$ cat src/hdl/i8conv_pkg.sv
// ----------------------------------------------------------------------------
// i8conv_pkg
// Shared constants, types and control bundles for the int8 convolution block.
// ----------------------------------------------------------------------------
package i8conv_pkg;

    // geometry
    localparam int IN_H      = 14;
    localparam int IN_W      = 14;
    localparam int IN_C      = 6;
    localparam int KERNEL    = 5;
    localparam int OUT_C     = 16;
    localparam int OUT_H     = IN_H - KERNEL + 1;
    localparam int OUT_W     = IN_W - KERNEL + 1;
    localparam int ACT_DEPTH = IN_H * IN_W * IN_C;
    localparam int WGT_DEPTH = KERNEL * KERNEL * IN_C * OUT_C;
    localparam int OUT_COUNT = OUT_H * OUT_W * OUT_C;
    localparam int TAPS      = KERNEL * KERNEL * IN_C;

    // jump of the activation pointer at the end of one kernel row
    localparam int ROW_JUMP  = (IN_W - KERNEL) * IN_C + 1;

    // internal widths
    localparam int ACT_AW = $clog2(ACT_DEPTH);
    localparam int WGT_AW = $clog2(WGT_DEPTH);
    localparam int OCH_W  = $clog2(OUT_C);
    localparam int PIX_W  = $clog2(OUT_H * OUT_W);
    localparam int ROW_W  = $clog2(OUT_H);
    localparam int COL_W  = $clog2(OUT_W);
    localparam int CH_W   = $clog2(IN_C);
    localparam int KC_W   = $clog2(KERNEL);
    localparam int TAP_W  = $clog2(TAPS);

    // field widths
    localparam int ACTION_W  = 2;
    localparam int ADDR_W    = 12;
    localparam int VALUE_W   = 32;
    localparam int OUT_IDX_W = 11;
    localparam int OUT_VAL_W = 8;
    localparam int ADDR_LSB  = 0;
    localparam int VALUE_LSB = ADDR_LSB + ADDR_W;
    localparam int S_TDATA_W = ((ADDR_W + VALUE_W + 7) / 8) * 8;
    localparam int M_TDATA_W = ((OUT_IDX_W + OUT_VAL_W + 7) / 8) * 8;
    localparam int M_PAD_W   = M_TDATA_W - OUT_IDX_W - OUT_VAL_W;

    // reciprocal division by constants, exact for every index below 2**12
    localparam int DIV_SHIFT   = 24;
    localparam int DIV_W       = OUT_IDX_W + DIV_SHIFT + 1;
    localparam int RECIP_OUT_C = (2 ** DIV_SHIFT + OUT_C - 1) / OUT_C;
    localparam int RECIP_OUT_W = (2 ** DIV_SHIFT + OUT_W - 1) / OUT_W;

    // requantize
    localparam int ACC_W   = 32;
    localparam int PROD_W  = 16;
    localparam int WIDE_W  = 64;
    localparam int SHIFT_W = 6;
    localparam int SAT_MAX = 127;
    localparam int SAT_MIN = -128;

    // configuration port
    localparam int CFG_IDX_W  = 1;
    localparam int CFG_DATA_W = 32;
    localparam logic [CFG_IDX_W-1:0] CFG_SCALE_MANTISSA = 1'd0;
    localparam logic [CFG_IDX_W-1:0] CFG_SCALE_SHIFT    = 1'd1;

    typedef enum logic [ACTION_W-1:0] {
        ACT_WR_ACT  = 2'd0,
        ACT_WR_WGT  = 2'd1,
        ACT_WR_BIAS = 2'd2,
        ACT_COMPUTE = 2'd3
    } action_t;

    typedef enum logic [3:0] {
        ST_IDLE,
        ST_DIV_CH,
        ST_DIV_POS,
        ST_BASE,
        ST_MAC,
        ST_DRAIN,
        ST_ROUND,
        ST_SHIFT,
        ST_EMIT
    } state_t;

    // controller to datapath
    typedef struct packed {
        logic wr_act;
        logic wr_wgt;
        logic wr_bias;
        logic capture;
        logic div_ch;
        logic div_pos;
        logic base;
        logic issue;
        logic mul;
        logic round;
        logic shift;
        logic emit;
    } cmd_t;

    // datapath to controller
    typedef struct packed {
        logic pos_ok;
        logic last_tap;
        logic pipe_busy;
        logic out_free;
    } status_t;

endpackage

$ cat src/hdl/i8conv_ctrl.sv
// ----------------------------------------------------------------------------
// i8conv_ctrl
// Sequencer: decodes input transactions and steps the datapath through
// position decode, the tap loop, drain and requantize.
// ----------------------------------------------------------------------------
module i8conv_ctrl
    import i8conv_pkg::*;
(
    input  logic                aclk,
    input  logic                aresetn,
    input  logic                s_tvalid,
    output logic                s_tready,
    input  logic [ACTION_W-1:0] s_tuser,
    input  status_t             st,
    output cmd_t                cmd
);

    state_t  state_reg, state_next;
    action_t action;
    logic    accept;

    assign action   = action_t'(s_tuser);
    assign s_tready = (state_reg == ST_IDLE);
    assign accept   = s_tvalid && s_tready;

    // state register
    always_ff @(posedge aclk) begin
        if (!aresetn) begin
            state_reg <= ST_IDLE;
        end else begin
            state_reg <= state_next;
        end
    end

    // next state and commands
    always_comb begin
        state_next = state_reg;
        cmd        = '0;
        unique case (state_reg)
            ST_IDLE: begin
                if (accept) begin
                    unique case (action)
                        ACT_WR_ACT:  cmd.wr_act  = 1'b1;
                        ACT_WR_WGT:  cmd.wr_wgt  = 1'b1;
                        ACT_WR_BIAS: cmd.wr_bias = 1'b1;
                        ACT_COMPUTE: begin
                            cmd.capture = 1'b1;
                            if (st.pos_ok) begin
                                state_next = ST_DIV_CH;
                            end
                        end
                    endcase
                end
            end
            ST_DIV_CH: begin
                cmd.div_ch = 1'b1;
                state_next = ST_DIV_POS;
            end
            ST_DIV_POS: begin
                cmd.div_pos = 1'b1;
                state_next  = ST_BASE;
            end
            ST_BASE: begin
                cmd.base   = 1'b1;
                state_next = ST_MAC;
            end
            ST_MAC: begin
                cmd.issue = 1'b1;
                if (st.last_tap) begin
                    state_next = ST_DRAIN;
                end
            end
            // wait for the last products, then multiply by the mantissa
            ST_DRAIN: begin
                if (!st.pipe_busy) begin
                    cmd.mul    = 1'b1;
                    state_next = ST_ROUND;
                end
            end
            ST_ROUND: begin
                cmd.round  = 1'b1;
                state_next = ST_SHIFT;
            end
            ST_SHIFT: begin
                cmd.shift  = 1'b1;
                state_next = ST_EMIT;
            end
            // hold until the output register can take the result
            ST_EMIT: begin
                if (st.out_free) begin
                    cmd.emit   = 1'b1;
                    state_next = ST_IDLE;
                end
            end
            default: begin
                state_next = ST_IDLE;
            end
        endcase
    end

endmodule

$ cat config.mk
export PLATFORM = sky130hd
export DESIGN_NAME = i8conv_ctrl
export DESIGN_NICKNAME = d
export VERILOG_FILES = /design/src/hdl/i8conv_pkg.sv /design/src/hdl/i8conv_ctrl.sv
export SDC_FILE = /design/constraint.sdc
export NUM_CORES = 1
export LEC_CHECK = 0
export ABC_AREA = 0
export BUFFER_PORTS_ARGS = -buffer_cell sky130_fd_sc_hd__buf_2
export CORE_AREA = 2 2 39 41
export DETAILED_ROUTE_END_ITERATION = 16
export DIE_AREA = 0 0 41 43
export PLACE_DENSITY = 0.49
export RECOVER_POWER = 50
export SLEW_MARGIN = 10
export SYNTH_ARGS = -nofsm -noshare
export SYNTH_HDL_FRONTEND = slang
export SYNTH_SLANG_ARGS = --single-unit
export TNS_END_PERCENT = 30
$ cat constraint.sdc
create_clock -name aclk -period 2.2 [get_ports aclk]
set_input_delay 0.22 -clock aclk [delete_from_list [all_inputs] [get_ports aclk]]
set_output_delay 0.22 -clock aclk [all_outputs]
set_load 0.01 [all_outputs]
Word level (Yosys, flattened, before mapping)
Cells that the tools add are included.
W data, S select, Z words.
{ "totals": {"regBits": 4, "inputBits": 9} }
{ "classes": {"n_eq_ne": 17, "mux": 23, "reduce_logical": 4} }
{ "ops": {"columns": ["operator", "n"], "rows": [
  ["$pmux W4 S9", 1],
  ["$mux W4", 8],
  ["$eq A4 B3 Y1 const B", 4],
  ["$mux W1", 14],
  ["$eq A4 B2 Y1 const B", 2],
  ["$ne A2 B1 Y1 const B", 3],
  ["$ne A2 B2 Y1 const B", 3],
  ["$reduce_and A6 Y1", 1],
  ["$eq A2 B2 Y1 const B", 2],
  ["$eq A4 B1 Y1 const B", 1],
  ["$eq A4 B4 Y1 const B", 1],
  ["$logic_not A4 Y1", 1],
  ["$eq A2 B1 Y1 const B", 1],
  ["$logic_not A2 Y1", 1],
  ["$logic_and A1 B1 Y1", 1]
]} }

Longest topological paths before layout
{ "depth": {"depth_word": 4, "ltp_mapped": 4, "depth_no_buf": 3} }

Least setup slack after synthesis
Ideal clock, no wire load.
{ "synth_timing": {"path_kind": "reg-to-output", "start": "register state_reg[2]", "end": "output cmd[11] (netlist name)", "required_time_ns": 1.980, "stages_incl_launch_ff": 5, "arrival_time_ns": 1.178, "setup_slack_ns": 0.802, "cell_sequence": "dfxtp_1 > buf_6 > nor4_4 > nand2_2 > nor3_1"} }
{ "synth_rtl": {"columns": ["element", "line", "text"], "rows": [
  ["start: declaration", "i8conv_ctrl.sv:18", "state_t state_reg, state_next;"],
  ["start signal: assignment", "i8conv_ctrl.sv:31", "state_reg <= state_next;"],
  ["end: declaration", "i8conv_ctrl.sv:15", "output cmd_t cmd"]
]} }

==> summary.txt <==
Yosys
  • Post-synth top cells: nor2_1, nor3_1, dfxtp_1, nand2b_1, nand2_1
  • Netlist cell types: 18
  • Post-Syn Nets: 46
  • Syn avg cell area: 8.18 um2
  • Syn. warnings: 0
  • Top cell type's share of synthesized area: 26.4%
  • Post-synth ARST share: 0%
  • Synth Flop Type: dfxtp_1
  • Largest area contributor in the netlist: dfxtp_1
  • Mapped Area: 303 um2
  • Sequential area share after synthesis: 26.4%
  • Post-synth EDFFs: 0
  • Post-synthesis register bit count: 4
  • Mapped Cells: 37
  • Top post-synthesis cells by area: dfxtp_1, nor3_1, nand2b_1

Critical path
  • Max Fanout on Critical Path: 8
  • Critical Path RT: 1.98 ns
  • Worst path cell trace: nor4_4, nand2_2, nor3b_2, buf_2
  • Crit path buf inv count: 1
  • Top delay family on crit path: simple AND/OR/NAND/NOR gates
  • Slowest stage cell, crit path: dfxtp_1
  • Critical path launch point: state_reg[2]
  • Crit start category: flip-flop
  • CP Class: reg2out
  • Crit path DAT: 1.39 ns
  • Worst R2R Start: state_reg[2]
  • Worst Setup End Kind: primary output
  • CP max stage delay: 0.38 ns

Cells and area
  • Layout area overhead: 43.8%
  • Max FFs per register: 4
  • Inserted Diodes: 0
  • Final Cell Area: 435 um2
  • Utilization of the core after routing: 31.5%
  • Fin cells: 76
  • Fill cell total of the finished layout: 159
  • Share of layout cells above drive strength 1: 41.7%
  • Layout Nets: 71

Clock network
  • CTS Buf Count: 3
  • TritonCTS Sinks: 4
  • H-tree depth: 1
  • CTS tree: yes
  • Clk Latency, worst-skew pair: 0.23 ns
  • Hold_buf cts: 0
  • Clock tree buffer depth: 2
  • Setup repair bufs after CTS: 0
  • # resized after CTS: 0
  • Root Driver: clkbuf_4
  • Clk slew on worst S/H paths: 0.04 ns

Routing
  • Final wirelength: 716 um
  • DR iter-0 viols: 6
  • M1 wire length: 299 um
  • Post-DRT Antenna Nets: 0
  • Top Layer Used: met3
  • # DRC: 0
  • Vias/cell: 4.43
  • Vias after detailed routing: 337
  • Drt pass-1 iters: 3
  • WL/cell: 9.42 um
  • WL met2: 333 um
  • Length of routed met3 wiring: 83 um

Timing
  • Setup TNS: 0 ns
  • Post-route setup slack: 0.594 ns
  • Highest clock rate: 0.623 GHz
  • Final setup fails: 0
  • Slew of the pin with the lowest slew margin: 0.307 ns
  • Final Hold Fails: 0
  • Hold Slack: 0.227 ns
  • Final Critical Period: 1.61 ns
  • Final worst path period share: 73.0%
  • Clk_skew: 0.00106 ns
  • RSZ-0062 raised after global routing: false
  • Worst slew margin: 79.5%
  • Slew Limit Fails: 0

Global routing
  • Largest net degree at the start of global routing: 9
  • First-pass GRT wire length: 1040 um
  • Vias in the first global route: 304
  • GRT overflow: 0
  • Initial antenna violation count: 0
  • GR Util All Layers: 8.63%

Place
  • Hpwl dp: 612 um
  • Placed inst area: 417 um2
  • PortBufs: 21
  • GP Congestion: 0.711
  • Total placed cells including tap cells: 73
  • Dpl ws: 0.814 ns

Power
  • Peak VDD IR: 0.298 mV
  • Leak pwr: 0.197 nW
  • Tot Pwr: 0.278 mW
  • Pwr per Cell Area: 639 nW/um2

Die
  • Die area: 1760 um2
  • IO Pins: 22
  • Row count: 14
  • Die Y-Extent: 43 um
  • Width of the die: 41 um
  • Core Area: 1380 um2
  • Initial Util: 21.9%

Hold path
  • HP Class: in2reg
  • Min-delay src: aresetn

Flow run
  • Maxcap violations: 0

Run status
  • Status: finished, final reports clean
-- worst paths after layout --
check,end,slack (ns),depth (start not counted)
min,state_reg[3],0.23,2
max reg2reg,state_reg[0],0.99,3
min reg2reg,state_reg[2],0.68,2
max,cmd[10],0.59,4
-- cell type report --
cell class / instances / area [um2] / area share, %
flip-flops and latches: 4 / 80.1 / 18.4
well taps: 16 / 20.0 / 4.60
clock buffers: 3 / 22.5 / 5.17
multi-input cells: 32 / 211 / 48.6
repair buffers: 21 / 101 / 23.3
-- placed cells by master, fill, tap and decap left out --
| cell type | instances |
|---|---|
| clkbuf_1 | 3 |
| buf_2 | 18 |
| o21a_1 | 1 |
| nand2_1 | 3 |
| nor3_1 | 6 |
| a211oi_1 | 1 |
| dfxtp_1 | 4 |
| nor4_1 | 1 |
| xor2_1 | 1 |
| nor4_4 | 1 |
| nor4b_1 | 1 |
| clkbuf_4 | 3 |
| a32o_1 | 1 |
| o21ai_1 | 1 |
| a221oi_1 | 1 |
| nor3b_2 | 2 |
| nor2_1 | 6 |
| nand2_2 | 1 |
| or2b_1 | 1 |
| nand2b_1 | 4 |
-- metal layers --
metal  up-vias  global-route usage, %
met4         0                   6.00
met1       138                   9.62
li1        184                      -
met3         0                   2.09
met5         -                      0
met2        15                   13.4
-- cells by family after synthesis --
family / count (synthesis) / synth area share [%]
AOI/OAI and AO/OA: 5 / 12.8
DFF: 4 / 26.4
and+or+nand+nor: 26 / 54.1
buffers and inverters: 1 / 3.72
xor gates and xnor gates: 1 / 2.89
-- where the power goes --
part	internal [mW]	switching, mW
Clock	0.0608	0.0267
Combinational	0.0429	0.0492
Sequential	0.0807	0.0181
Total	0.184	0.0940
(Power assumes the default switching activity.)
